===== src/design/bdc_pkg.sv =====
`timescale 1ns / 1ps

package bdc_pkg;

  // fixed field widths
  localparam int unsigned RawW    = 10;
  localparam int unsigned NowW    = 32;
  localparam int unsigned ThrW    = 12;
  localparam int unsigned SelW    = 2;
  localparam int unsigned DrvW    = 3;
  localparam int unsigned SpeedW  = 7;
  localparam int unsigned CmdW    = 2;
  localparam int unsigned DelayW  = 16;
  localparam int unsigned CfgIdxW = 2;
  localparam int unsigned CfgDataW = 16;

  // button positions in the raw press vector
  localparam int unsigned BtnFwd    = 0;
  localparam int unsigned BtnBack   = 1;
  localparam int unsigned BtnLeft   = 2;
  localparam int unsigned BtnRight  = 3;
  localparam int unsigned BtnLiftUp = 4;
  localparam int unsigned BtnLiftDn = 5;
  localparam int unsigned BtnCastUp = 6;
  localparam int unsigned BtnCastDn = 7;
  localparam int unsigned BtnEmerg  = 8;
  localparam int unsigned BtnRun    = 9;

  // configuration register indexes
  localparam logic [CfgIdxW-1:0] CFG_DELAY  = 2'd0;
  localparam logic [CfgIdxW-1:0] CFG_ENABLE = 2'd1;

  localparam logic [DelayW-1:0] DELAY_RESET = 16'd50;

  // selector codes
  localparam logic [SelW-1:0] SEL_NONE   = 2'd0;
  localparam logic [SelW-1:0] SEL_FIRST  = 2'd1;
  localparam logic [SelW-1:0] SEL_SECOND = 2'd2;

  // drive command codes
  localparam logic [DrvW-1:0] DRV_NONE  = 3'd0;
  localparam logic [DrvW-1:0] DRV_ESTOP = 3'd1;
  localparam logic [DrvW-1:0] DRV_STOP  = 3'd2;
  localparam logic [DrvW-1:0] DRV_FWD   = 3'd3;
  localparam logic [DrvW-1:0] DRV_BACK  = 3'd4;
  localparam logic [DrvW-1:0] DRV_LEFT  = 3'd5;
  localparam logic [DrvW-1:0] DRV_RIGHT = 3'd6;

  // lift and cast command codes
  localparam logic [CmdW-1:0] ACT_NONE = 2'd0;
  localparam logic [CmdW-1:0] ACT_UP   = 2'd1;
  localparam logic [CmdW-1:0] ACT_DOWN = 2'd2;
  localparam logic [CmdW-1:0] ACT_STOP = 2'd3;

  // throttle scaling
  localparam logic [SpeedW-1:0] TURN_SPEED  = 7'd30;
  localparam logic [SpeedW-1:0] SPEED_SCALE = 7'd100;
  localparam logic [ThrW:0]     THR_FULL    = 13'd4095;

  // command unit result
  typedef struct packed {
    logic [SelW-1:0]   dir_sel;
    logic [SelW-1:0]   lift_sel;
    logic [SelW-1:0]   cast_sel;
    logic [DrvW-1:0]   drive_cmd;
    logic [SpeedW-1:0] drive_speed;
    logic [CmdW-1:0]   lift_cmd;
    logic [CmdW-1:0]   cast_cmd;
  } cmd_t;

endpackage


===== src/design/bdc_scan_if.sv =====
`timescale 1ns / 1ps

interface bdc_scan_if
  import bdc_pkg::*;
();
  logic            valid;
  logic            ready;
  logic [RawW-1:0] raw_pressed;
  logic [NowW-1:0] now_ms;
  logic [ThrW-1:0] throttle_sample;

  modport source (output valid, raw_pressed, now_ms, throttle_sample, input ready);
  modport sink (input valid, raw_pressed, now_ms, throttle_sample, output ready);
endinterface


===== src/design/bdc_result_if.sv =====
`timescale 1ns / 1ps

interface bdc_result_if
  import bdc_pkg::*;
();
  logic              valid;
  logic              ready;
  logic [RawW-1:0]   pressed_mask;
  logic [RawW-1:0]   just_pressed_mask;
  logic [RawW-1:0]   just_released_mask;
  logic [SelW-1:0]   direction_select;
  logic [SelW-1:0]   lift_select;
  logic [SelW-1:0]   cast_select;
  logic [DrvW-1:0]   drive_command;
  logic [SpeedW-1:0] drive_speed;
  logic [CmdW-1:0]   lift_command;
  logic [CmdW-1:0]   cast_command;

  modport source (
    output valid, pressed_mask, just_pressed_mask, just_released_mask, direction_select,
           lift_select, cast_select, drive_command, drive_speed, lift_command,
           cast_command,
    input  ready
  );
  modport sink (
    input  valid, pressed_mask, just_pressed_mask, just_released_mask, direction_select,
           lift_select, cast_select, drive_command, drive_speed, lift_command,
           cast_command,
    output ready
  );
endinterface


===== src/design/bdc_cfg_if.sv =====
`timescale 1ns / 1ps

interface bdc_cfg_if
  import bdc_pkg::*;
();
  logic                valid;
  logic                ready;
  logic [CfgIdxW-1:0]  reg_index;
  logic [CfgDataW-1:0] wdata;

  modport source (output valid, reg_index, wdata, input ready);
  modport sink (input valid, reg_index, wdata, output ready);
endinterface


===== src/design/bdc_command.sv =====
`timescale 1ns / 1ps

module bdc_command
  import bdc_pkg::*;
(
  input  logic [RawW-1:0] pressed_i,
  input  logic [RawW-1:0] just_pressed_i,
  input  logic [RawW-1:0] raw_i,
  input  logic [ThrW-1:0] thr_i,
  input  logic            enable_i,
  output cmd_t            cmd_o
);

  logic [ThrW+SpeedW-1:0] prod;
  logic [SpeedW-1:0]      q_est;
  logic [ThrW:0]          rem_est;
  logic [SpeedW-1:0]      speed;
  logic [SelW-1:0]        dir_sel;
  logic [SelW-1:0]        lift_sel;
  logic [SelW-1:0]        cast_sel;

  // speed = thr*100/4095: floor by 4096, then one correction step
  assign prod    = (ThrW+SpeedW)'(thr_i) * (ThrW+SpeedW)'(SPEED_SCALE);
  assign q_est   = prod[ThrW+SpeedW-1:ThrW];
  assign rem_est = {1'b0, prod[ThrW-1:0]} + (ThrW+1)'(q_est);
  assign speed   = (rem_est >= THR_FULL) ? q_est + SpeedW'(1) : q_est;

  // raw selectors, first button wins
  always_comb begin
    priority if (raw_i[BtnFwd]) dir_sel = SEL_FIRST;
    else if (raw_i[BtnBack])    dir_sel = SEL_SECOND;
    else                        dir_sel = SEL_NONE;
    priority if (raw_i[BtnLiftUp]) lift_sel = SEL_FIRST;
    else if (raw_i[BtnLiftDn])     lift_sel = SEL_SECOND;
    else                           lift_sel = SEL_NONE;
    priority if (raw_i[BtnCastUp]) cast_sel = SEL_FIRST;
    else if (raw_i[BtnCastDn])     cast_sel = SEL_SECOND;
    else                           cast_sel = SEL_NONE;
  end

  // command decision with enable, emergency and run gating
  always_comb begin
    cmd_o             = '0;
    cmd_o.dir_sel     = dir_sel;
    cmd_o.lift_sel    = lift_sel;
    cmd_o.cast_sel    = cast_sel;
    cmd_o.drive_cmd   = DRV_NONE;
    cmd_o.drive_speed = '0;
    cmd_o.lift_cmd    = ACT_NONE;
    cmd_o.cast_cmd    = ACT_NONE;
    if (enable_i) begin
      priority if (just_pressed_i[BtnEmerg]) begin
        cmd_o.drive_cmd = DRV_ESTOP;
      end else if (!pressed_i[BtnRun]) begin
        cmd_o.drive_cmd = DRV_STOP;
      end else begin
        priority if (dir_sel == SEL_FIRST) begin
          cmd_o.drive_cmd   = DRV_FWD;
          cmd_o.drive_speed = speed;
        end else if (dir_sel == SEL_SECOND) begin
          cmd_o.drive_cmd   = DRV_BACK;
          cmd_o.drive_speed = speed;
        end else if (pressed_i[BtnLeft]) begin
          cmd_o.drive_cmd   = DRV_LEFT;
          cmd_o.drive_speed = TURN_SPEED;
        end else if (pressed_i[BtnRight]) begin
          cmd_o.drive_cmd   = DRV_RIGHT;
          cmd_o.drive_speed = TURN_SPEED;
        end else begin
          cmd_o.drive_cmd = DRV_STOP;
        end
        priority if (lift_sel == SEL_FIRST) cmd_o.lift_cmd = ACT_UP;
        else if (lift_sel == SEL_SECOND)     cmd_o.lift_cmd = ACT_DOWN;
        else                                 cmd_o.lift_cmd = ACT_STOP;
        priority if (cast_sel == SEL_FIRST) cmd_o.cast_cmd = ACT_UP;
        else if (cast_sel == SEL_SECOND)     cmd_o.cast_cmd = ACT_DOWN;
        else                                 cmd_o.cast_cmd = ACT_STOP;
      end
    end
  end

endmodule


===== src/design/button_debounce_drive_commander.sv =====
`timescale 1ns / 1ps
// Debounced button panel that turns each scan into a vehicle command.
// scan_i (sink): one transfer per scan with raw press bits, millisecond time and
//   throttle sample. result_o (source): one transfer per scan with the debounced,
//   just-pressed and just-released masks, raw selectors and drive/lift/cast commands.
// cfg_i (sink): register writes, index 0 debounce delay, index 1 command enable;
//   always ready, to be written only while no scan is in flight.
// Per-button level, prior level and last change time live in one memory of
//   BUTTON_COUNT entries read one button per cycle through a registered read port,
//   each entry updated and written back on a change in the cycle after its read.
// An accepted scan is swept through the button memory and its result then loaded
//   into the output register; the single read port must finish sweeping the memory
//   before the next scan is taken, so scans do not overlap.
// A new scan is taken in the same cycle as the previous result is loaded, so a
//   waiting result never blocks the next scan's sweep; when the receiver stalls,
//   the finished sweep holds until the output register frees.
// Reset clears all per-button state through per-entry valid bits (no clearing
//   pass), sets the delay to 50 ms and disables commands.

module button_debounce_drive_commander
  import bdc_pkg::*;
#(
  parameter int unsigned BUTTON_COUNT = 10,
  parameter int unsigned TIME_BITS    = 32
) (
  input  logic        clk_i,
  input  logic        rst_ni,
  bdc_scan_if.sink    scan_i,
  bdc_result_if.source result_o,
  bdc_cfg_if.sink     cfg_i
);

  localparam int unsigned AW = $clog2(BUTTON_COUNT);
  localparam int unsigned CW = $clog2(BUTTON_COUNT + 1);
  localparam int unsigned EW = TIME_BITS + 2;

  localparam logic [1:0] ST_IDLE = 2'd0;
  localparam logic [1:0] ST_SCAN = 2'd1;
  localparam logic [1:0] ST_DONE = 2'd2;

  logic [1:0]              state_q, state_d;
  logic [DelayW-1:0]       delay_q;
  logic                    enable_q;
  logic [BUTTON_COUNT-1:0] raw_q;
  logic [TIME_BITS-1:0]    now_q;
  logic [ThrW-1:0]         thr_q;
  logic [CW-1:0]           rd_cnt_q, rd_cnt_d;
  logic                    rd_pend_q, rd_pend_d;
  logic [AW-1:0]           rd_idx_q;
  logic                    rd_en;
  logic [EW-1:0]           mem_q [BUTTON_COUNT];
  logic [EW-1:0]           rd_data_q;
  logic                    rd_vld_q;
  logic [BUTTON_COUNT-1:0] vld_q;
  logic [BUTTON_COUNT-1:0] pm_q, pm_d;
  logic [BUTTON_COUNT-1:0] jp_q, jp_d;
  logic [BUTTON_COUNT-1:0] jr_q, jr_d;
  logic                    out_valid_q;
  logic [RawW-1:0]         out_pm_q, out_jp_q, out_jr_q;
  cmd_t                    out_cmd_q;
  cmd_t                    cmd;
  logic                    out_free;
  logic                    scan_xfer;
  logic                    out_load;

  // entry fields
  logic [EW-1:0]           entry;
  logic                    lvl, pri, cur;
  logic [TIME_BITS-1:0]    last_t, elapsed;
  logic                    take;
  logic                    new_lvl, new_pri;
  logic                    wr_en;

  // handshakes
  assign out_free    = !out_valid_q || result_o.ready;
  assign out_load    = (state_q == ST_DONE) && out_free;
  assign scan_i.ready = (state_q == ST_IDLE) || out_load;
  assign scan_xfer   = scan_i.valid && scan_i.ready;
  assign cfg_i.ready = 1'b1;

  // configuration registers
  always_ff @(posedge clk_i or negedge rst_ni) begin
    if (!rst_ni) begin
      delay_q  <= DELAY_RESET;
      enable_q <= 1'b0;
    end else if (cfg_i.valid) begin
      unique case (cfg_i.reg_index)
        CFG_DELAY:  delay_q  <= cfg_i.wdata;
        CFG_ENABLE: enable_q <= cfg_i.wdata[0];
        default: ;
      endcase
    end
  end

  // scan capture
  always_ff @(posedge clk_i) begin
    if (scan_xfer) begin
      raw_q <= BUTTON_COUNT'(scan_i.raw_pressed);
      now_q <= TIME_BITS'(scan_i.now_ms);
      thr_q <= scan_i.throttle_sample;
    end
  end

  // current entry, unwritten entries read as reset state
  assign entry   = rd_vld_q ? rd_data_q : '0;
  assign lvl     = entry[EW-1];
  assign pri     = entry[EW-2];
  assign last_t  = entry[TIME_BITS-1:0];
  assign cur     = raw_q[rd_idx_q];
  assign elapsed = now_q - last_t;
  assign take    = (cur != lvl) && (elapsed > TIME_BITS'(delay_q));
  assign new_lvl = take ? cur : lvl;
  assign new_pri = take ? lvl : pri;
  assign wr_en   = (state_q == ST_SCAN) && rd_pend_q && take;

  // sweep sequencer and mask accumulation
  always_comb begin
    state_d   = state_q;
    rd_cnt_d  = rd_cnt_q;
    rd_pend_d = 1'b0;
    rd_en     = 1'b0;
    pm_d      = pm_q;
    jp_d      = jp_q;
    jr_d      = jr_q;
    unique case (state_q)
      ST_IDLE: begin
        if (scan_xfer) begin
          state_d  = ST_SCAN;
          rd_cnt_d = '0;
        end
      end
      ST_SCAN: begin
        if (rd_cnt_q < CW'(BUTTON_COUNT)) begin
          rd_en     = 1'b1;
          rd_pend_d = 1'b1;
          rd_cnt_d  = rd_cnt_q + CW'(1);
        end
        if (rd_pend_q) begin
          pm_d[rd_idx_q] = new_lvl;
          jp_d[rd_idx_q] = new_lvl && !new_pri;
          jr_d[rd_idx_q] = !new_lvl && new_pri;
          if (rd_idx_q == AW'(BUTTON_COUNT - 1)) begin
            state_d = ST_DONE;
          end
        end
      end
      ST_DONE: begin
        if (out_load) begin
          state_d = scan_xfer ? ST_SCAN : ST_IDLE;
          rd_cnt_d = '0;
        end
      end
      default: state_d = ST_IDLE;
    endcase
  end

  always_ff @(posedge clk_i or negedge rst_ni) begin
    if (!rst_ni) begin
      state_q   <= ST_IDLE;
      rd_cnt_q  <= '0;
      rd_pend_q <= 1'b0;
      vld_q     <= '0;
    end else begin
      state_q   <= state_d;
      rd_cnt_q  <= rd_cnt_d;
      rd_pend_q <= rd_pend_d;
      if (wr_en) begin
        vld_q[rd_idx_q] <= 1'b1;
      end
    end
  end

  always_ff @(posedge clk_i) begin
    pm_q <= pm_d;
    jp_q <= jp_d;
    jr_q <= jr_d;
  end

  // button state memory, one read and one write port
  always_ff @(posedge clk_i) begin
    if (rd_en) begin
      rd_data_q <= mem_q[rd_cnt_q[AW-1:0]];
      rd_vld_q  <= vld_q[rd_cnt_q[AW-1:0]];
      rd_idx_q  <= rd_cnt_q[AW-1:0];
    end
    if (wr_en) begin
      mem_q[rd_idx_q] <= {new_lvl, new_pri, now_q};
    end
  end

  bdc_command u_command (
    .pressed_i      (pm_q[RawW-1:0]),
    .just_pressed_i (jp_q[RawW-1:0]),
    .raw_i          (raw_q[RawW-1:0]),
    .thr_i          (thr_q),
    .enable_i       (enable_q),
    .cmd_o          (cmd)
  );

  // output register
  always_ff @(posedge clk_i or negedge rst_ni) begin
    if (!rst_ni) begin
      out_valid_q <= 1'b0;
    end else if (out_load) begin
      out_valid_q <= 1'b1;
    end else if (result_o.ready) begin
      out_valid_q <= 1'b0;
    end
  end

  always_ff @(posedge clk_i) begin
    if (out_load) begin
      out_pm_q  <= pm_q[RawW-1:0];
      out_jp_q  <= jp_q[RawW-1:0];
      out_jr_q  <= jr_q[RawW-1:0];
      out_cmd_q <= cmd;
    end
  end

  assign result_o.valid              = out_valid_q;
  assign result_o.pressed_mask       = out_pm_q;
  assign result_o.just_pressed_mask  = out_jp_q;
  assign result_o.just_released_mask = out_jr_q;
  assign result_o.direction_select   = out_cmd_q.dir_sel;
  assign result_o.lift_select        = out_cmd_q.lift_sel;
  assign result_o.cast_select        = out_cmd_q.cast_sel;
  assign result_o.drive_command      = out_cmd_q.drive_cmd;
  assign result_o.drive_speed        = out_cmd_q.drive_speed;
  assign result_o.lift_command       = out_cmd_q.lift_cmd;
  assign result_o.cast_command       = out_cmd_q.cast_cmd;

endmodule

===== src/flat_wrapper.sv =====
// flat-port wrapper written by rule: the top's interface ports become plain ports
module button_debounce_drive_commander_flat import bdc_pkg::*;
#(
  parameter int unsigned BUTTON_COUNT = 10,
  parameter int unsigned TIME_BITS    = 32
)
  (clk_i, rst_ni, scan_i_valid, scan_i_raw_pressed, scan_i_now_ms, scan_i_throttle_sample, scan_i_ready, result_o_valid, result_o_pressed_mask, result_o_just_pressed_mask, result_o_just_released_mask, result_o_direction_select, result_o_lift_select, result_o_cast_select, result_o_drive_command, result_o_drive_speed, result_o_lift_command, result_o_cast_command, result_o_ready, cfg_i_valid, cfg_i_reg_index, cfg_i_wdata, cfg_i_ready);
  bdc_scan_if scan_i_i ();
  bdc_result_if result_o_i ();
  bdc_cfg_if cfg_i_i ();
  input  logic clk_i;
  input  logic rst_ni;
  input wire logic [$bits(scan_i_i.valid)-1:0] scan_i_valid;
  input wire logic [$bits(scan_i_i.raw_pressed)-1:0] scan_i_raw_pressed;
  input wire logic [$bits(scan_i_i.now_ms)-1:0] scan_i_now_ms;
  input wire logic [$bits(scan_i_i.throttle_sample)-1:0] scan_i_throttle_sample;
  output wire logic [$bits(scan_i_i.ready)-1:0] scan_i_ready;
  output wire logic [$bits(result_o_i.valid)-1:0] result_o_valid;
  output wire logic [$bits(result_o_i.pressed_mask)-1:0] result_o_pressed_mask;
  output wire logic [$bits(result_o_i.just_pressed_mask)-1:0] result_o_just_pressed_mask;
  output wire logic [$bits(result_o_i.just_released_mask)-1:0] result_o_just_released_mask;
  output wire logic [$bits(result_o_i.direction_select)-1:0] result_o_direction_select;
  output wire logic [$bits(result_o_i.lift_select)-1:0] result_o_lift_select;
  output wire logic [$bits(result_o_i.cast_select)-1:0] result_o_cast_select;
  output wire logic [$bits(result_o_i.drive_command)-1:0] result_o_drive_command;
  output wire logic [$bits(result_o_i.drive_speed)-1:0] result_o_drive_speed;
  output wire logic [$bits(result_o_i.lift_command)-1:0] result_o_lift_command;
  output wire logic [$bits(result_o_i.cast_command)-1:0] result_o_cast_command;
  input wire logic [$bits(result_o_i.ready)-1:0] result_o_ready;
  input wire logic [$bits(cfg_i_i.valid)-1:0] cfg_i_valid;
  input wire logic [$bits(cfg_i_i.reg_index)-1:0] cfg_i_reg_index;
  input wire logic [$bits(cfg_i_i.wdata)-1:0] cfg_i_wdata;
  output wire logic [$bits(cfg_i_i.ready)-1:0] cfg_i_ready;
  assign scan_i_i.valid = scan_i_valid;
  assign scan_i_i.raw_pressed = scan_i_raw_pressed;
  assign scan_i_i.now_ms = scan_i_now_ms;
  assign scan_i_i.throttle_sample = scan_i_throttle_sample;
  assign scan_i_ready = scan_i_i.ready;
  assign result_o_valid = result_o_i.valid;
  assign result_o_pressed_mask = result_o_i.pressed_mask;
  assign result_o_just_pressed_mask = result_o_i.just_pressed_mask;
  assign result_o_just_released_mask = result_o_i.just_released_mask;
  assign result_o_direction_select = result_o_i.direction_select;
  assign result_o_lift_select = result_o_i.lift_select;
  assign result_o_cast_select = result_o_i.cast_select;
  assign result_o_drive_command = result_o_i.drive_command;
  assign result_o_drive_speed = result_o_i.drive_speed;
  assign result_o_lift_command = result_o_i.lift_command;
  assign result_o_cast_command = result_o_i.cast_command;
  assign result_o_i.ready = result_o_ready;
  assign cfg_i_i.valid = cfg_i_valid;
  assign cfg_i_i.reg_index = cfg_i_reg_index;
  assign cfg_i_i.wdata = cfg_i_wdata;
  assign cfg_i_ready = cfg_i_i.ready;
  button_debounce_drive_commander #(.BUTTON_COUNT(BUTTON_COUNT), .TIME_BITS(TIME_BITS)) u_core (.clk_i(clk_i), .rst_ni(rst_ni), .scan_i(scan_i_i), .result_o(result_o_i), .cfg_i(cfg_i_i));
endmodule

===== config.mk =====
export PLATFORM = sky130hd
export DESIGN_NAME = button_debounce_drive_commander_flat
export DESIGN_NICKNAME = d
export VERILOG_FILES = /design/src/design/bdc_pkg.sv /design/src/design/bdc_scan_if.sv /design/src/design/bdc_result_if.sv /design/src/design/bdc_cfg_if.sv /design/src/design/bdc_command.sv /design/src/design/button_debounce_drive_commander.sv /design/src/flat_wrapper.sv
export SDC_FILE = /design/constraint.sdc
export NUM_CORES = 1
export LEC_CHECK = 0
export BUFFER_PORTS_ARGS = -buffer_cell sky130_fd_sc_hd__buf_4
export CORE_UTILIZATION = 58
export DETAILED_ROUTE_END_ITERATION = 12
export PLACE_DENSITY = 0.76
export SYNTH_ARGS = -nofsm -noshare
export SYNTH_HDL_FRONTEND = slang
export SYNTH_SLANG_ARGS = --single-unit

===== constraint.sdc =====
create_clock -name clk_i -period 9.8 [get_ports clk_i]
set_input_delay 1.96 -clock clk_i [delete_from_list [all_inputs] [get_ports clk_i]]
set_output_delay 1.96 -clock clk_i [all_outputs]
set_load 0.03 [all_outputs]

==> qor.csv, run 1 <==
stage,metric,value,unit
hold_path,min_to,u_core.result_o.just_released_mask[0],
worst_setup_path,critPathBufInv,2,
timing,fin_setup_tns,0,ns
die,core,0.0400,mm^2
clocking,cts_setup_buffers,0,
routing,drtIter0Drc,946,
synthesis,netlist_area,0.0237,mm^2
place,io_buffers,128,
synthesis,syn_nets,1660,
hold_path,min_path_cells,0,
die,die_area,0.0417,mm^2
timing,maxSlewHeadroom,17.1,%
hold_path,hp-class,flip-flop to flip-flop,
layout,layout-drive-gt1-share,19.8,%
worst_setup_path,cp_cell_sequence,"and2_1, ha_1, inv_1, fa_1, a21o_1, a221oi_2, o21ai_0, a21o_1, a21oi_1, xnor2_1, ha_1, nand2_1, nor2_1, a211oi_1, o21a_1, a22oi_1, or4b_2, nor4_1, nand4_1, nor4_4, mux2i_1, buf_4, a21boi_0",
synthesis,ys_top_cells_by_area,"edfxtp_1 (65%), mux4_2 (6.8%), ha_1 (4.9%)",
layout,nets,1802,
synthesis,syn_inst,1482,
worst_setup_path,r2r-end,u_core.jp_q[6],
job,cap_violations,0,
layout,synthToLayoutAreaGrowth,14.1,%
place,dp_hpwl,28.7,mm
clocking,clkTransAtPathRegs,0.06,ns
worst_setup_path,slowest_delay,0.73,ns
timing,hold_viol_final,0,
worst_setup_path,rrSetupSlack,2.72,ns
die,initial_utilization,59.3,%
worst_setup_path,crit_family,compound AO/OA/AOI/OAI gates,
clocking,cts-resized-gates,0,
clocking,clk_latency,0.60,ns
routing,dr_total_vias,13100,
global_route,grt_start_max_net_pins,75,
worst_setup_path,cp.arrival,7.35,ns
worst_setup_path,cp_slowest_cell,a21boi_0,
routing,avgRoutedWirePerCell,21.3,um
global_route,grt_use_total,23.0,%
synthesis,yosys.cell_count.top_type,edfxtp_1,
global_route,grt_pass1_vias,13200,
synthesis,yosysTopAreaCell,edfxtp_1,
timing,finClkSkew,0.0109,ns
timing,setup_viol,0,
clocking,cts_tree,built,
synthesis,ys_seq_area_share,68.7,%
timing,drv_slew,0,
synthesis,synth_area_per_cell,16.0,um^2
die,fp.dieH,204,um
clocking,cts.sinks,548,
synthesis,yosys_warnings,0,
synthesis,synth_edf_count,513,
die,die_width,204,um
die,io_pins,130,
hold_path,min_from,u_core.jr_q[0],
synthesis,ys.flop_type,edfxtp_1,
outcome,outcome,"finished, final reports clean",
timing,timing.fmax,141,MHz
global_route,grt_first_pass_wirelength,72.3,mm
timing,rsz0062_at_grt,false,
place,gp_congestion,0.909,
worst_setup_path,criticalPathCategory,flip-flop to flip-flop,
synthesis,yosysTopAreaCellShare,65.0,%
routing,drc,0,
clocking,htree_levels,2,
synthesis,ys_ff_latch,548,
worst_setup_path,r2r_cells,23,
clocking,cts_made_buffers,53,
worst_setup_path,cp_max_fo,21,
global_route,overflow,0,
worst_setup_path,end_kind,flip-flop,
power,leakage,0.00959,uW
routing,routed_wl,46.6,mm
power,worst_ir_drop_vdd,187,uV
layout,final_util,67.6,%
global_route,antenna_found_initial,0,
timing,min_period,7.08,ns
routing,antenna_left,0,
clocking,hold_buffers,0,
clocking,root_buffer,clkbuf_16,
routing,viasPerCell,5.98,
clocking,cts_buffer_depth,3,
timing,timing.final.crit_share,72.2,%
die,rows,73,
worst_setup_path,crit_required,10.07,ns
routing,firstDrtPassIters,5,
timing,tightest_slew,1.24,ns
layout,diodes,0,
synthesis,synth.top_cells.by_count,"edfxtp_1 (513), a21oi_1 (92), ha_1 (92), nand2_1 (92), mux4_2 (72)",
power,p_per_area,294,mW/mm^2
worst_setup_path,start_kind,flip-flop,
synthesis,synth.distinct_cells,69,
synthesis,synth-async-reset-ratio,6.39,%
worst_setup_path,reg2reg_from,u_core.rd_vld_q,
-- state kept, by name (all words and copies together) (netlist names), 3 cells and up --
register / count
u_core.result_o.just_released_mask: 10
u_core.result_o.drive_command: 3
u_core.rd_cnt_q: 4
u_core.rd_data_q: 34
u_core.delay_q: 16
u_core.mem_q: 340
u_core.jr_q: 10
u_core.now_q: 32
u_core.result_o.pressed_mask: 10
u_core.raw_q: 10
u_core.pm_q: 10
u_core.rd_idx_q: 4
u_core.result_o.drive_speed: 7
u_core.jp_q: 10
u_core.thr_q: 12
u_core.vld_q: 10
u_core.result_o.just_pressed_mask: 10
-- metal layers --
metal | wire (um) | global-route usage, % | vias up | share of wire (%)
met5 | 0 | 0 | - | 0
met4 | 1050 | 7.41 | 0 | 2.3
met3 | 2420 | 3.43 | 79 | 5.2
met2 | 23000 | 38.5 | 371 | 49
met1 | 20100 | 31.3 | 6611 | 43
li1 | - | - | 6057 | -
-- layout make-up --
type / count / area (um^2)
Sequential cell: 548 / 16300
Tap cell: 525 / 657
Clock inverter: 31 / 289
Fill cell: 2715 / 13000
Inverter: 56 / 210
Clock buffer: 68 / 1450
Multi-Input combinational cell: 819 / 7060
Timing Repair Buffer: 146 / 1100
-- report_power, final --
| group | switching [uW] | internal (uW) |
|---|---|---|
| Sequential | 227 | 3080 |
| Combinational | 1520 | 1110 |
| Clock | 839 | 1170 |
| Total | 2590 | 5360 |
-- cell usage in the layout, fill, tap and decap left out, drive strengths merged, types with 12 or more instances in the layout --
master	count
inv	57
mux2i	41
a21oi	92
nor2	47
nand3	21
nor4	12
clkbuf	68
a211oi	40
nor2b	45
buf	146
xor2	14
nor3	12
o21ai	44
clkinv	22
dfrtp	32
mux4	72
edfxtp	513
a21o	15
nand4	13
nand2	92
nand2b	12
xnor2	27
ha	92
-- cells by family after synthesis --
kind of cell	after synthesis	synth area share, %
AOI/OAI and AO/OA	256	6.87
xor gates and xnor gates	41	1.51
adders and majority gates	101	5.62
buffers and inverters	115	1.87
DFF	548	68.7
muxes	117	8.76
other	1	0.0158
and+or+nand+nor	303	6.66
-- metrics by stage --
step | instance area, um^2 | cells | worst slack (ns) | power, uW | hold slack (ns)
2_1_floorplan | 23700 | 1482 | 2.08 | 5290 | 0.400
3_3_place_gp | 25300 | 2094 | 3.03 | 5900 | 0.404
3_5_place_dp | 25300 | 2094 | 2.79 | 5980 | 0.405
4_1_cts | 27000 | 2193 | 2.78 | 8000 | 0.416
5_1_grt | 27000 | 2193 | 2.10 | 8390 | 0.430
6_report | 27000 | 2193 | 2.72 | 7950 | 0.414
-- worst max-delay path by stage --
stage               startpoint  depth (start not counted)  slack (ns)                 end
2_1_floorplan  u_core.rd_vld_q                         23        2.08  u_core.mem_q[1][0]
3_3_place_gp   u_core.rd_vld_q                         23        3.03      u_core.jp_q[4]
3_5_place_dp   u_core.rd_vld_q                         23        2.79      u_core.jp_q[4]
4_1_cts        u_core.rd_vld_q                         23        2.78      u_core.jp_q[0]
5_1_grt        u_core.rd_vld_q                         23        2.10      u_core.jp_q[7]
6_report       u_core.rd_vld_q                         23        2.72      u_core.jp_q[6]
(Power assumes the default switching activity.)
==> inputs of run 2 (changes only) <==
- clock period: 9.8 -> 7.19 ns (I/O delays scaled with it)
==> run 2 against run 1 <==
Against the previous run: total power rose by 37%; global-route usage increased by 0.42 points; routed wire length up 1.7%; combinational power is 38% higher; sequential power up 36%; register-to-register slack got worse by 1.9 ns; worst hold slack lost 0.00062 ns; flip-flop and latch count unchanged; largest cell class unchanged.
==> qor.csv, run 2 (synthesis results as in run 1) <==
stage,metric,value,unit
routing,drtIter0Drc,1084,
timing,min_period,6.38,ns
global_route,antenna_found_initial,0,
clocking,cts.sinks,548,
layout,layout-drive-gt1-share,19.8,%
place,gp_congestion,0.858,
global_route,overflow,0,
global_route,grt_use_total,23.4,%
global_route,grt_pass1_vias,13300,
worst_setup_path,crit_start,u_core.rd_vld_q,
layout,layout_commonest_cell,edfxtp_1,
layout,top_regs,"u_core.mem_q x340, u_core.rd_data_q x34, u_core.now_q x32",
routing,firstDrtPassIters,5,
worst_setup_path,reg2reg_from,u_core.rd_vld_q,
clocking,cts_setup_buffers,0,
routing,antenna_left,0,
timing,rsz0062_at_grt,false,
power,p_sw_share,32.6,%
layout,largest_reg_flops,340,
timing,layout_setup_ws,0.813,ns
worst_setup_path,end_kind,flip-flop,
worst_setup_path,crit_required,7.38,ns
routing,routed_wl,47.4,mm
die,die_area,0.0417,mm^2
die,rows,73,
global_route,grt_start_max_net_pins,109,
place,post-place-ws,0.587,ns
routing,avgRoutedWirePerCell,21.6,um
power,pwr-share-seq,41.4,%
layout,final_util,67.6,%
power,p_int,7330,uW
power,leakage,0.00960,uW
worst_setup_path,start_kind,flip-flop,
global_route,grt_first_pass_wirelength,73.5,mm
routing,drc,0,
timing,hold-worst-slack,0.414,ns
place,io_buffers,128,
clocking,htree_levels,2,
timing,timing.fmax,157,MHz
outcome,outcome,"finished, final reports clean",
die,initial_utilization,59.3,%
place,dp_hpwl,28.8,mm
timing,timing.final.crit_share,88.7,%
worst_setup_path,r2r-end,u_core.mem_q[0][10],
worst_setup_path,rrSetupSlack,0.81,ns
die,io_pins,130,
power,worst_ir_drop_vdd,399,uV
timing,tightest_slew,1.08,ns
layout,final_cell_mix,"edfxtp_1 (513), buf_4 (146), nand2_1 (92), ha_1 (92), a21oi_1 (91)",
routing,dr_total_vias,13100,
power,power,10900,uW
power,p_sw,3550,uW
die,core,0.0400,mm^2
clocking,hold_buffers,0,
worst_setup_path,r2r_cells,22,
layout,nets,1802,
clocking,cts_tree,built,
worst_setup_path,cp_max_fo,34,
hold_path,hp-class,flip-flop to flip-flop,
timing,finClkSkew,0.0158,ns
power,p_per_area,402,mW/mm^2
power,combPwrFrac,33.3,%
clocking,cts-resized-gates,0,
layout,synthToLayoutAreaGrowth,14.1,%
clocking,clkTransAtPathRegs,0.06,ns
timing,hold_viol_final,0,
worst_setup_path,cp.arrival,6.57,ns
clocking,cts_buffer_depth,3,
layout,diodes,0,
routing,viasPerCell,6.00,
timing,maxSlewHeadroom,27.6,%
layout,regMostFlops,u_core.mem_q,
worst_setup_path,criticalPathCategory,flip-flop to flip-flop,
clocking,root_buffer,clkbuf_16,
die,die_width,204,um
die,fp.dieH,204,um
clocking,cts_made_buffers,52,
timing,setup_viol,0,
clocking,clk_latency,0.59,ns
timing,drv_slew,0,
job,cap_violations,0,
worst_setup_path,crit_path_end,u_core.mem_q[0][10],
power,power_frac_clock,25.3,%
run 2: cell count changes in the layout (fill, tap and decap cells not counted), moves of 2 or more:
| cell | change |
|---|---|
| clkbuf_16 | -2 |
| bufinv_16 | +2 |
| clkinv_1 | +2 |
| clkbuf_1 | -3 |
run 2: how the worst min path moves through the flow:
stage,startpoint,end,cells past startpoint
global route,u_core.jr_q[4],u_core.result_o.just_released_mask[4],0
global placement,u_core.pm_q[4],u_core.result_o.pressed_mask[4],0
detailed placement,u_core.jp_q[6],u_core.result_o.just_pressed_mask[6],0
floorplan,u_core.jp_q[0],u_core.result_o.just_pressed_mask[0],0
finish,u_core.jp_q[6],u_core.result_o.just_pressed_mask[6],0
CTS,u_core.jp_q[6],u_core.result_o.just_pressed_mask[6],0
run 2: cell type report:
class | count | area (um^2)
timing repair buffer | 147 | 1120
inverter | 56 | 210
tap | 525 | 657
clock buffer | 62 | 1370
fill | 2688 | 13000
clock inverter | 34 | 352
sequential | 548 | 16300
multi-input combinational | 819 | 7060
run 2: metrics by stage:
| stage | instances | TNS (ns) | cell area [um^2] |
|---|---|---|---|
| 2_1_floorplan | 1482 | -100.12 | 23700 |
| 3_3_place_gp | 2095 | 0 | 25300 |
| 3_5_place_dp | 2095 | 0 | 25300 |
| 4_1_cts | 2191 | 0 | 27100 |
| 5_1_grt | 2191 | 0 | 27100 |
| 6_report | 2191 | 0 | 27100 |
run 2: routing by layer:
layer / up-vias / GRT usage [%] / share of wire (%)
li1: 6049 / - / -
met1: 6550 / 32.0 / 42
met2: 463 / 39.4 / 50
met3: 81 / 3.67 / 5.7
met4: 0 / 6.56 / 2.4
met5: - / 0 / 0
run 2: critical path, cell delays in order (launching register included):
cell	delay [ns]
edfxtp_1	0.54
buf_4	0.36
nand2_1	0.10
ha_1	0.34
o211a_1	0.15
o31a_1	0.12
o211ai_1	0.24
a21oi_1	0.20
or2_2	0.36
a21o_1	0.18
a21oi_1	0.18
xnor2_1	0.10
ha_1	0.31
nand4_1	0.12
nor3_1	0.26
a22oi_1	0.15
or4b_2	0.69
nor4_1	0.21
nand4_1	0.20
nor4_4	0.15
buf_4	0.25
nor2_1	0.12
and2_2	0.61
run 2: power groups by stage:
stage               clock network (uW)  logic, uW  registers, uW
global placement                     0       3520           4550
CTS                               2810       3640           4510
global route                      2920       4000           4560
floorplan                            0       2800           4410
detailed placement                   0       3610           4570
finish                            2750       3620           4510
==> inputs of run 3 (changes only) <==
- CAP_MARGIN: not set -> 0
- CORE_UTILIZATION: 58 -> 45
- PLACE_DENSITY: 0.76 -> 0.62
- clock period: 7.19 -> 7.6 ns (I/O delays scaled with it)
==> run 3 against run 2 <==
Against the previous run: first-iteration DRC count decreased by 28%; cell area up 0.85%; critical path depth unchanged; clock power is 6% lower; combinational power shrank 5.5%; cell count up 7.5%; total power shrank 5.7%; global-route usage down 5.2 points; worst hold slack gained 0.0046 ns; largest cell class unchanged; utilization fell by 15 points; register-to-register slack better by 0.05 ns.
==> qor.csv, run 3 (synthesis results as in run 1) <==
stage,metric,value,unit
global_route,grt_pass1_vias,13200,
layout,diodes,0,
clocking,clkTransAtPathRegs,0.06,ns
timing,finClkSkew,0.0392,ns
die,die_width,232,um
timing,fin_setup_tns,0,ns
routing,drtIter0Drc,781,
power,p_sw_share,33.0,%
outcome,outcome,"finished, final reports clean",
global_route,grt_first_pass_wirelength,74.9,mm
clocking,cts_setup_buffers,0,
layout,fin_cells,2356,
layout,layout-drive-gt1-share,20.3,%
layout,final_util,52.8,%
timing,maxSlewHeadroom,21.5,%
worst_setup_path,reg2reg_from,u_core.rd_vld_q,
layout,fillCellCount,4245,
routing,routed_wl,48.1,mm
clocking,cts_made_buffers,55,
timing,hold_viol_final,0,
layout,synthToLayoutAreaGrowth,15.1,%
worst_setup_path,r2r_cells,22,
hold_path,min_from,u_core.pm_q[4],
clocking,cts-resized-gates,0,
power,combPwrFrac,33.3,%
layout,regMostFlops,u_core.mem_q,
layout,final_cell_mix,"edfxtp_1 (513), buf_4 (149), nand2_1 (92), ha_1 (92), a21oi_1 (91)",
routing,dr_total_vias,12900,
worst_setup_path,crit_required,7.84,ns
clocking,htree_levels,2,
routing,antenna_left,0,
clocking,hold_buffers,0,
layout,largest_reg_flops,340,
timing,drv_slew,0,
die,die_area,0.0536,mm^2
clocking,clk_latency,0.62,ns
power,power,10300,uW
layout,layout_commonest_cell,edfxtp_1,
worst_setup_path,start_kind,flip-flop,
power,leakage,0.00963,uW
layout,nets,1808,
power,p_per_area,376,mW/mm^2
die,io_pins,130,
place,place_inst,2253,
place,dp_hpwl,30.1,mm
hold_path,min_path_cells,0,
layout,multi_input_comb_area,0.00706,mm^2
timing,setup_viol,0,
global_route,antenna_found_initial,0,
clocking,cts.sinks,548,
clocking,root_buffer,clkbuf_16,
worst_setup_path,cp_max_fo,23,
timing,rsz0062_at_grt,false,
power,worst_ir_drop_vdd,265,uV
power,p_int,6870,uW
die,core,0.0517,mm^2
power,p_sw,3380,uW
job,cap_violations,0,
clocking,cts_tree,built,
layout,fin_area,0.0273,mm^2
global_route,overflow,0,
power,pwr-share-seq,41.4,%
timing,tightest_slew,1.17,ns
worst_setup_path,cp.arrival,6.98,ns
place,io_buffers,128,
power,power_frac_clock,25.3,%
worst_setup_path,r2r-end,u_core.jp_q[0],
die,rows,83,
die,initial_utilization,45.8,%
global_route,grt_start_max_net_pins,109,
hold_path,hp-class,flip-flop to flip-flop,
clocking,cts_buffer_depth,3,
worst_setup_path,criticalPathCategory,flip-flop to flip-flop,
place,gp_congestion,0.844,
worst_setup_path,rrSetupSlack,0.86,ns
worst_setup_path,end_kind,flip-flop,
routing,drc,0,
timing,timing.fmax,148,MHz
global_route,grt_use_total,18.2,%
timing,timing.final.crit_share,88.6,%
layout,register_area,0.0163,mm^2
routing,viasPerCell,5.46,
timing,min_period,6.74,ns
die,fp.dieH,232,um
routing,avgRoutedWirePerCell,20.4,um
layout,top_regs,"u_core.mem_q x340, u_core.rd_data_q x34, u_core.now_q x32",
routing,firstDrtPassIters,5,
place,placed_cell_area,0.0255,mm^2
hold_path,min_to,u_core.result_o.pressed_mask[4],
==> run 3: layer usage <==
| metal | routed length [um] | track usage (%) | vias to the layer above |
|---|---|---|---|
| li1 | - | - | 6083 |
| met1 | 21900 | 25.1 | 6422 |
| met2 | 22900 | 29.8 | 292 |
| met3 | 2110 | 2.74 | 71 |
| met4 | 1140 | 5.98 | 0 |
| met5 | 0 | 0 | - |
==> run 3: power by group through the flow <==
stage	clock [uW]	sequential, uW	combinational, uW
final	2590	4250	3420
after global routing	2750	4300	3810
after CTS	2660	4250	3460
after detailed placement	0	4310	3440
after global placement	0	4300	3390
after floorplan	0	4170	2650
==> run 3: final cells by class <==
type                            count  area share [%]
Sequential cell                   548            59.7
Timing Repair Buffer              150            4.17
Inverter                           56           0.770
Tap cell                          680            3.12
Clock buffer                       68            5.30
Clock inverter                     35            1.07
Multi-Input combinational cell    819            25.9
==> run 3: worst max-delay path by stage <==
stage | startpoint | end | slack (ns)
3_5_place_dp | u_core.rd_vld_q | u_core.jp_q[7] | 0.76
3_3_place_gp | u_core.rd_vld_q | u_core.jp_q[0] | 1.13
6_report | u_core.rd_vld_q | u_core.jp_q[0] | 0.86
2_1_floorplan | u_core.rd_vld_q | u_core.mem_q[1][0] | -0.12
4_1_cts | u_core.rd_vld_q | u_core.jp_q[1] | 0.71
5_1_grt | u_core.rd_vld_q | u_core.jp_q[5] | 0.38
==> run 3: worst max-delay path, cell delays in order (launching register included) <==
cell	delay [ns]
edfxtp_1	0.65
buf_4	0.35
nand2_1	0.09
ha_1	0.35
o211a_1	0.14
o31a_1	0.12
o211ai_1	0.23
a21oi_1	0.17
or2_2	0.36
a21o_1	0.19
a21oi_1	0.17
xnor2_1	0.09
ha_1	0.30
nand4_1	0.13
nor3_1	0.27
a22oi_1	0.14
or4b_2	0.67
nor4_1	0.23
nand4_1	0.18
nor4_4	0.18
buf_4	0.26
mux2i_1	0.25
a21boi_0	0.85
==> run 3: metrics by stage <==
step                worst slack (ns)  hold WS, ns
floorplan                     -0.124        0.400
global placement                1.13        0.405
detailed placement             0.759        0.405
CTS                            0.714        0.418
global route                   0.378        0.421
finish                         0.864        0.418
